File: src/rtl/bls_pkg.sv
// bls_pkg: shared constants and types for the bresenham line stepper
// used by every module under rtl, depends on nothing
package bls_pkg;

    localparam int CoordBits  = 10;
    localparam int DecBits    = CoordBits + 3;
    localparam int CmdDepth   = 4;
    localparam int CmdPtrBits = $clog2(CmdDepth);

    localparam logic ReqStart = 1'b0;
    localparam logic ReqStep  = 1'b1;

    typedef logic [CoordBits-1:0]      coord_t;
    typedef logic signed [DecBits-1:0] decision_t;

    // classified request handed from front to back
    typedef struct packed {
        logic   is_start;
        coord_t start_x;
        coord_t start_y;
        coord_t stop_major;
        coord_t delta_major;
        coord_t delta_minor;
        logic   steep;
        logic   minor_dir_down;
    } cmd_t;

endpackage

File: src/rtl/bls_front.sv
// bls_front: classifies a request and sets up a new line from its endpoints
// depends on bls_pkg
module bls_front
(
    input  logic            req_type,
    input  bls_pkg::coord_t x_start,
    input  bls_pkg::coord_t y_start,
    input  bls_pkg::coord_t x_end,
    input  bls_pkg::coord_t y_end,
    output bls_pkg::cmd_t   cmd
);

    logic            x_gt;
    logic            y_gt;
    logic            steep;
    logic            swap;
    bls_pkg::coord_t dx;
    bls_pkg::coord_t dy;
    bls_pkg::coord_t ax;
    bls_pkg::coord_t ay;
    bls_pkg::coord_t bx;
    bls_pkg::coord_t by;

    always_comb
    begin
        x_gt  = x_start > x_end;
        y_gt  = y_start > y_end;
        dx    = x_gt ? (x_start - x_end) : (x_end - x_start);
        dy    = y_gt ? (y_start - y_end) : (y_end - y_start);
        steep = dy > dx;
        swap  = steep ? y_gt : x_gt;
        ax    = swap ? x_end   : x_start;
        ay    = swap ? y_end   : y_start;
        bx    = swap ? x_start : x_end;
        by    = swap ? y_start : y_end;

        cmd.is_start       = (req_type == bls_pkg::ReqStart);
        cmd.start_x        = ax;
        cmd.start_y        = ay;
        cmd.steep          = steep;
        cmd.stop_major     = steep ? by : bx;
        cmd.delta_major    = steep ? dy : dx;
        cmd.delta_minor    = steep ? dx : dy;
        cmd.minor_dir_down = steep ? (bx < ax) : (by < ay);
    end

endmodule

File: src/rtl/bls_cmd_fifo.sv
// bls_cmd_fifo: short command queue between front and back
// depends on bls_pkg
module bls_cmd_fifo
(
    input  logic          clk,
    input  logic          rst_n,
    input  logic          push,
    input  bls_pkg::cmd_t push_data,
    output logic          full,
    input  logic          pop,
    output bls_pkg::cmd_t pop_data,
    output logic          not_empty
);

    bls_pkg::cmd_t                       entries_reg [bls_pkg::CmdDepth];
    logic [bls_pkg::CmdPtrBits-1:0]      wr_ptr_reg;
    logic [bls_pkg::CmdPtrBits-1:0]      wr_ptr_next;
    logic [bls_pkg::CmdPtrBits-1:0]      rd_ptr_reg;
    logic [bls_pkg::CmdPtrBits-1:0]      rd_ptr_next;
    logic [bls_pkg::CmdPtrBits:0]        count_reg;
    logic [bls_pkg::CmdPtrBits:0]        count_next;

    localparam logic [bls_pkg::CmdPtrBits:0] FullCount =
        (bls_pkg::CmdPtrBits+1)'(bls_pkg::CmdDepth);

    assign full      = (count_reg == FullCount);
    assign not_empty = (count_reg != '0);
    assign pop_data  = entries_reg[rd_ptr_reg];

    always_comb
    begin
        wr_ptr_next = push ? wr_ptr_reg + 1'b1 : wr_ptr_reg;
        rd_ptr_next = pop  ? rd_ptr_reg + 1'b1 : rd_ptr_reg;
        count_next  = count_reg;
        if (push && !pop)
        begin
            count_next = count_reg + 1'b1;
        end
        else if (pop && !push)
        begin
            count_next = count_reg - 1'b1;
        end
    end

    always_ff @(posedge clk or negedge rst_n)
    begin
        if (!rst_n)
        begin
            wr_ptr_reg <= '0;
            rd_ptr_reg <= '0;
            count_reg  <= '0;
        end
        else
        begin
            wr_ptr_reg <= wr_ptr_next;
            rd_ptr_reg <= rd_ptr_next;
            count_reg  <= count_next;
        end
    end

    always_ff @(posedge clk)
    begin
        if (push)
        begin
            entries_reg[wr_ptr_reg] <= push_data;
        end
    end

    a_count_bound: assert property (@(posedge clk) disable iff (!rst_n)
        count_reg <= FullCount)
        else $error("command queue count past depth");

    a_no_pop_empty: assert property (@(posedge clk) disable iff (!rst_n)
        !(pop && !not_empty))
        else $error("pop from empty command queue");

endmodule

File: src/rtl/bls_back.sv
// bls_back: line state, bresenham stepping and the result register
// depends on bls_pkg
module bls_back
(
    input  logic            clk,
    input  logic            rst_n,
    input  logic            cmd_valid,
    input  bls_pkg::cmd_t   cmd,
    output logic            cmd_pop,
    output logic            empty,
    input  logic            pop,
    output bls_pkg::coord_t pixel_x,
    output bls_pkg::coord_t pixel_y,
    output logic            pixel_valid,
    output logic            last_pixel
);

    bls_pkg::coord_t   cur_x_reg;
    bls_pkg::coord_t   cur_x_next;
    bls_pkg::coord_t   cur_y_reg;
    bls_pkg::coord_t   cur_y_next;
    bls_pkg::coord_t   stop_major_reg;
    bls_pkg::coord_t   stop_major_next;
    bls_pkg::coord_t   delta_major_reg;
    bls_pkg::coord_t   delta_major_next;
    bls_pkg::coord_t   delta_minor_reg;
    bls_pkg::coord_t   delta_minor_next;
    bls_pkg::decision_t decision_reg;
    bls_pkg::decision_t decision_next;
    logic              steep_reg;
    logic              steep_next;
    logic              dir_down_reg;
    logic              dir_down_next;
    logic              busy_reg;
    logic              busy_next;

    logic              out_valid_reg;
    logic              out_valid_next;
    bls_pkg::coord_t   pixel_x_reg;
    bls_pkg::coord_t   pixel_x_next;
    bls_pkg::coord_t   pixel_y_reg;
    bls_pkg::coord_t   pixel_y_next;
    logic              pixel_valid_reg;
    logic              pixel_valid_next;
    logic              last_pixel_reg;
    logic              last_pixel_next;

    logic              fire;
    logic              emit;
    logic              last;
    bls_pkg::coord_t   minor;
    bls_pkg::coord_t   minor_moved;
    bls_pkg::coord_t   major_moved;
    bls_pkg::coord_t   new_x;
    bls_pkg::coord_t   new_y;
    bls_pkg::decision_t two_min;
    bls_pkg::decision_t two_maj;
    bls_pkg::decision_t cmd_two_min;
    bls_pkg::decision_t cmd_two_maj;

    localparam int ExtBits = bls_pkg::DecBits - bls_pkg::CoordBits - 1;

    assign fire        = cmd_valid && (!out_valid_reg || pop);
    assign cmd_pop     = fire;
    assign empty       = !out_valid_reg;
    assign pixel_x     = pixel_x_reg;
    assign pixel_y     = pixel_y_reg;
    assign pixel_valid = pixel_valid_reg;
    assign last_pixel  = last_pixel_reg;

    always_comb
    begin
        two_min     = $signed({{ExtBits{1'b0}}, delta_minor_reg, 1'b0});
        two_maj     = $signed({{ExtBits{1'b0}}, delta_major_reg, 1'b0});
        cmd_two_min = $signed({{ExtBits{1'b0}}, cmd.delta_minor, 1'b0});
        cmd_two_maj = $signed({{ExtBits{1'b0}}, cmd.delta_major, 1'b0});

        minor       = steep_reg ? cur_x_reg : cur_y_reg;
        minor_moved = dir_down_reg ? minor - 1'b1 : minor + 1'b1;
        major_moved = (steep_reg ? cur_y_reg : cur_x_reg) + 1'b1;

        cur_x_next       = cur_x_reg;
        cur_y_next       = cur_y_reg;
        stop_major_next  = stop_major_reg;
        delta_major_next = delta_major_reg;
        delta_minor_next = delta_minor_reg;
        decision_next    = decision_reg;
        steep_next       = steep_reg;
        dir_down_next    = dir_down_reg;
        busy_next        = busy_reg;
        new_x            = '0;
        new_y            = '0;
        emit             = 1'b0;
        last             = 1'b0;

        if (fire && cmd.is_start)
        begin
            // new line, emits its first endpoint
            new_x            = cmd.start_x;
            new_y            = cmd.start_y;
            stop_major_next  = cmd.stop_major;
            delta_major_next = cmd.delta_major;
            delta_minor_next = cmd.delta_minor;
            steep_next       = cmd.steep;
            dir_down_next    = cmd.minor_dir_down;
            decision_next    = cmd_two_min - (cmd_two_maj >>> 1);
            last             = ((cmd.steep ? cmd.start_y : cmd.start_x) == cmd.stop_major);
            emit             = 1'b1;
        end
        else if (fire && busy_reg)
        begin
            if (decision_reg[bls_pkg::DecBits-1])
            begin
                decision_next = decision_reg + two_min;
                new_x         = steep_reg ? cur_x_reg : major_moved;
                new_y         = steep_reg ? major_moved : cur_y_reg;
            end
            else
            begin
                decision_next = decision_reg + two_min - two_maj;
                new_x         = steep_reg ? minor_moved : major_moved;
                new_y         = steep_reg ? major_moved : minor_moved;
            end
            last = (major_moved == stop_major_reg);
            emit = 1'b1;
        end

        if (emit)
        begin
            cur_x_next = new_x;
            cur_y_next = new_y;
            busy_next  = !last;
        end

        out_valid_next   = out_valid_reg;
        pixel_x_next     = pixel_x_reg;
        pixel_y_next     = pixel_y_reg;
        pixel_valid_next = pixel_valid_reg;
        last_pixel_next  = last_pixel_reg;
        if (fire)
        begin
            out_valid_next   = 1'b1;
            pixel_x_next     = new_x;
            pixel_y_next     = new_y;
            pixel_valid_next = emit;
            last_pixel_next  = last;
        end
        else if (pop && out_valid_reg)
        begin
            out_valid_next = 1'b0;
        end
    end

    always_ff @(posedge clk or negedge rst_n)
    begin
        if (!rst_n)
        begin
            cur_x_reg       <= '0;
            cur_y_reg       <= '0;
            stop_major_reg  <= '0;
            delta_major_reg <= '0;
            delta_minor_reg <= '0;
            decision_reg    <= '0;
            steep_reg       <= 1'b0;
            dir_down_reg    <= 1'b0;
            busy_reg        <= 1'b0;
            out_valid_reg   <= 1'b0;
        end
        else
        begin
            cur_x_reg       <= cur_x_next;
            cur_y_reg       <= cur_y_next;
            stop_major_reg  <= stop_major_next;
            delta_major_reg <= delta_major_next;
            delta_minor_reg <= delta_minor_next;
            decision_reg    <= decision_next;
            steep_reg       <= steep_next;
            dir_down_reg    <= dir_down_next;
            busy_reg        <= busy_next;
            out_valid_reg   <= out_valid_next;
        end
    end

    always_ff @(posedge clk)
    begin
        pixel_x_reg     <= pixel_x_next;
        pixel_y_reg     <= pixel_y_next;
        pixel_valid_reg <= pixel_valid_next;
        last_pixel_reg  <= last_pixel_next;
    end

    a_busy_tracks_last: assert property (@(posedge clk) disable iff (!rst_n)
        fire && (cmd.is_start || busy_reg) |=> busy_reg != last_pixel_reg)
        else $error("busy flag disagrees with last pixel");

    a_idle_step_zero: assert property (@(posedge clk) disable iff (!rst_n)
        out_valid_reg && !pixel_valid_reg |->
            !last_pixel_reg && pixel_x_reg == '0 && pixel_y_reg == '0)
        else $error("idle step result not cleared");

    a_minor_le_major: assert property (@(posedge clk) disable iff (!rst_n)
        delta_minor_reg <= delta_major_reg)
        else $error("minor delta exceeds major delta");

    a_result_held: assert property (@(posedge clk) disable iff (!rst_n)
        out_valid_reg && !pop |=> out_valid_reg)
        else $error("waiting result dropped");

endmodule

File: src/rtl/bresenham_line_stepper.sv
// bresenham_line_stepper: top level, front classifier, command queue, back stepper
// depends on bls_pkg, bls_front, bls_cmd_fifo, bls_back
//
// channel   direction  handshake     fields
// request   in         push / full   req_type, x_start, y_start, x_end, y_end
// pixel     out        pop / empty   pixel_x, pixel_y, pixel_valid, last_pixel
//
// one request per cycle sustained while the pixel side pops every result, each giving one pixel result
// a request passes through the command queue and the result register before it shows up on the pixel ports
// the back stepper does one decision add and one coordinate step per cycle while it takes a command
// reset clears the line state to idle, no clearing pass
// the command queue holds four requests while the pixel side stalls
module bresenham_line_stepper
(
    input  logic            clk,
    input  logic            rst_n,
    input  logic            push,
    output logic            full,
    input  logic            req_type,
    input  bls_pkg::coord_t x_start,
    input  bls_pkg::coord_t y_start,
    input  bls_pkg::coord_t x_end,
    input  bls_pkg::coord_t y_end,
    output logic            empty,
    input  logic            pop,
    output bls_pkg::coord_t pixel_x,
    output bls_pkg::coord_t pixel_y,
    output logic            pixel_valid,
    output logic            last_pixel
);

    bls_pkg::cmd_t front_cmd;
    bls_pkg::cmd_t back_cmd;
    logic          cmd_valid;
    logic          cmd_pop;
    logic          in_xfer;

    assign in_xfer = push && !full;

    bls_front u_front
    (
        .req_type (req_type),
        .x_start  (x_start),
        .y_start  (y_start),
        .x_end    (x_end),
        .y_end    (y_end),
        .cmd      (front_cmd)
    );

    bls_cmd_fifo u_cmd_fifo
    (
        .clk       (clk),
        .rst_n     (rst_n),
        .push      (in_xfer),
        .push_data (front_cmd),
        .full      (full),
        .pop       (cmd_pop),
        .pop_data  (back_cmd),
        .not_empty (cmd_valid)
    );

    bls_back u_back
    (
        .clk         (clk),
        .rst_n       (rst_n),
        .cmd_valid   (cmd_valid),
        .cmd         (back_cmd),
        .cmd_pop     (cmd_pop),
        .empty       (empty),
        .pop         (pop),
        .pixel_x     (pixel_x),
        .pixel_y     (pixel_y),
        .pixel_valid (pixel_valid),
        .last_pixel  (last_pixel)
    );

endmodule
File: config.mk
export PLATFORM = sky130hd
export DESIGN_NAME = bresenham_line_stepper
export DESIGN_NICKNAME = d
export VERILOG_FILES = /design/src/rtl/bls_pkg.sv /design/src/rtl/bls_front.sv /design/src/rtl/bls_cmd_fifo.sv /design/src/rtl/bls_back.sv /design/src/rtl/bresenham_line_stepper.sv
export SDC_FILE = /design/constraint.sdc
export NUM_CORES = 1
export LEC_CHECK = 0
export BUFFER_PORTS_ARGS = -buffer_cell sky130_fd_sc_hd__buf_2
export CAP_MARGIN = 20
export CORE_ASPECT_RATIO = 0.75
export CORE_UTILIZATION = 25
export CTS_CLUSTER_DIAMETER = 80
export DETAILED_ROUTE_END_ITERATION = 16
export GPL_ROUTABILITY_DRIVEN = 1
export HOLD_SLACK_MARGIN = 0.08
export SETUP_SLACK_MARGIN = 0.3
export SKIP_LAST_GASP = 1
export SYNTH_ARGS = -nofsm -noshare
export SYNTH_HDL_FRONTEND = slang
export SYNTH_SLANG_ARGS = --single-unit
File: constraint.sdc
create_clock -name clk -period 13.3 [get_ports clk]
set_clock_uncertainty 0.2 [all_clocks]
set_input_delay 2.66 -clock clk [delete_from_list [all_inputs] [get_ports clk]]
set_output_delay 2.66 -clock clk [all_outputs]
set_load 0.1 [all_outputs]
==> run summary <==
Gr usage total: 12.8%
Avg Inst Size Synth: 11.6 sq um
Unrepaired setup endpoints after global routing: false
Predominant post-synthesis flop cell: edfxtp_1
I/O Buffers: 68
TritonRoute pass-1 iters: 5
Global placer's final weighted congestion: 0.865
Vias: 11.9k
TritonCTS Buffers: 31
Initial DRC count: 1245
Hold Crit Depth: 2
Hold path endpoint: u_back.delta_minor_reg[9]
Period utilisation layout: 66.2%
Worst EP required: 13340 ps
Arrival @ worst endpoint: 8850 ps
Critical path's slowest cell: a211oi_1
Top cells by count, synth: 234 x edfxtp_1, 213 x nand2_1, 114 x inv_1, 96 x o21ai_0, 91 x ha_1
Count leader, synth: edfxtp_1
Fmax: 0.114 GHz
CTS Hold Bufs: 0
Sequential-to-total area share from yosys stat: 51.3%
Core area: 68300 sq um
Clock latency at the later pin of the worst-skew pair: 590 ps
Largest fanout on the critical path: 33
Antenna violations before repair: 2
Post-Syn Area: 17300 sq um
Largest cells by area after synthesis: edfxtp_1 41%, dfrtp_1 11%, mux4_2 6.9%, ha_1 6.6%, nand2_1 4.6%
CTS tree: built
Resized cells post-CTS: 0
Number of remaining DRC errors: 0
Final setup vio count: 0
EDFF count, synth: 234
Yosys cell types: 76
WL final: 45500 microns
Hold Path Class: reg2reg
Status: complete, no violations
Synth async-reset ratio: 23.8%
Startpoint types: input port
Crit Reg-Reg Endpoint: u_back.decision_reg[11]
Die Ht: 230 microns
TritonCTS sink count: 307
Critical path class: in2reg
R2R Setup Slk: 8640 ps
Synth Register Bits: 307
Deepest clock path buffer count: 3
Min Tclk post-route: 8810 ps
Number of routed nets with antenna violations: 0
H-tree levels: 1
Global route total overflow: 0
# Post-CTS Setup Buffers: 0
Setup TNS: 0 ps
Starting Density: 25.3%
Root Driver: clkbuf_16
Vias in the first global route: 11.4k
FILL cells: 6984
MaxCap Viol Count: 0
DP Wirelength: 33000 microns
Routed WL per cell: 18.5 microns
Cell taking the most area after synthesis: edfxtp_1
Worst stage delay on the critical path: 480 ps
Worst R2R Path Depth: 11
Final hold violations: 0
Syn nets: 1635
Die footprint: 70100 sq um
Worst Max-Slew Pin Slew: 1040 ps
Pins Over Slew Limit: 0
Cell Rows: 83
IO Pins: 69
Share of cells above drive strength 1: 14.2%
First-pass GRT wire length: 70000 microns
Largest net degree at the start of global routing: 68
FF-to-FF Start: u_cmd_fifo.rd_ptr_reg[0]
Critical path cell sequence: buf_2 -> inv_1 -> ha_1 -> inv_1 -> fa_1 -> a21o_1 -> a221o_1 -> a211o_1 -> nand2_1 -> mux2i_1 -> o2111a_1 -> a21oi_1 -> xnor2_1 -> ha_1 -> and4_1 -> o2111ai_1 -> nor3b_1 -> o2bb2ai_2 -> buf_4 -> mux2i_2 -> buf_4 -> nor2_1 -> a211oi_1 -> a31oi_1
Die W: 305 microns
Top-area cell type share of the netlist area: 40.7%
Layout Nets: 1692
Max FFs per register: 212
Clock transition at the registers of the reported paths: 60 ps
CP Capture Type: register
Normalized max-slew margin: 30.1%
Syn Inst Count: 1490
Synthesis warning total: 0
Hold Crit Start: u_back.delta_minor_reg[9]
Via density: 4.83
Area growth syn-to-layout: 13.6%
-- critical path: cells and delay by family --
kind	cells	cell delay, ps
compound gates	9	2280
xor+xnor	1	280
fa+ha+maj	3	840
buf+inv	5	1060
mux	2	880
simple gates	4	820
-- cell usage in the layout (no fill, tap or decap), drive strengths merged, types with 4 or more instances in the layout --
cell type and count:
mux2i 44, clkbuf 39, a32o 5, a21o 27
edfxtp 234, nor3 26, and2 12, o22ai 6
inv 117, a221oi 5, fa 9, o21bai 10
nand3 22, and3 10, buf 87, mux2 16
nand4 4, nor2b 13, clkinv 14, a31oi 15
nor4 5, a221o 6, nand2 213, o21ai 104
dfrtp 73, ha 91, nor2 55, xor2 27
a211oi 17, a2111oi 5, a21oi 67, a21boi 4
mux4 53, a22o 10, o211ai 14, xnor2 57
-- final cells by class --
type                            instances  area (sq um)  area share, %
Antenna cell                            1          2.50         0.0128
Clock buffer                           39           826           4.21
Clock inverter                         19           141          0.721
Inverter                              114           428           2.18
Multi-Input combinational cell       1006          7760           39.6
Sequential cell                       307          8860           45.2
Tap cell                              892          1120           5.69
Timing Repair Buffer                   87           485           2.47
-- metrics by stage --
step	area, sq um	utilization [%]	worst slack (ps)	std cells	hold slack (ps)
after floorplan	17300	-	5330	1490	250
after global placement	18600	27.3	4070	2405	270
after detailed placement	18600	27.3	3920	2406	273
after CTS	19600	28.7	4550	2464	288
after global routing	19600	28.7	4160	2464	307
final	19600	28.7	4490	2465	286
-- layer usage --
metal	global-route usage, %	part of all wire, %
met2	17.3	39
met4	2.50	1.8
met3	2.77	7.4
met5	0	0
met1	20.5	52
-- worst max-delay path by stage --
stage / start / end / slack (ps) / cells after the start
after floorplan: x_start[0] / u_cmd_fifo.entries_reg[0][27] / 5330 / 23
after global placement: x_start[0] / u_cmd_fifo.entries_reg[0][27] / 4070 / 24
after detailed placement: x_start[0] / u_cmd_fifo.entries_reg[1][27] / 3920 / 24
after CTS: x_start[0] / u_cmd_fifo.entries_reg[1][27] / 4550 / 24
after global routing: y_end[9] / u_cmd_fifo.entries_reg[0][0] / 4160 / 23
final: x_start[0] / u_cmd_fifo.entries_reg[1][27] / 4490 / 24
-- cell families after synthesis --
family,after synthesis,synth area share [%]
buffers and inverters,177,3.96
multiplexers,113,10.6
AND/OR/NAND/NOR,378,9.68
adder cells (fa/ha/maj),100,7.64
flip-flops,307,51.3
AO/OA/AOI/OAI,331,12.6
XOR/XNOR,84,4.26
Power is not shown: default switching activity piles up to over one toggle a cycle in this logic, so the estimate is an artifact.
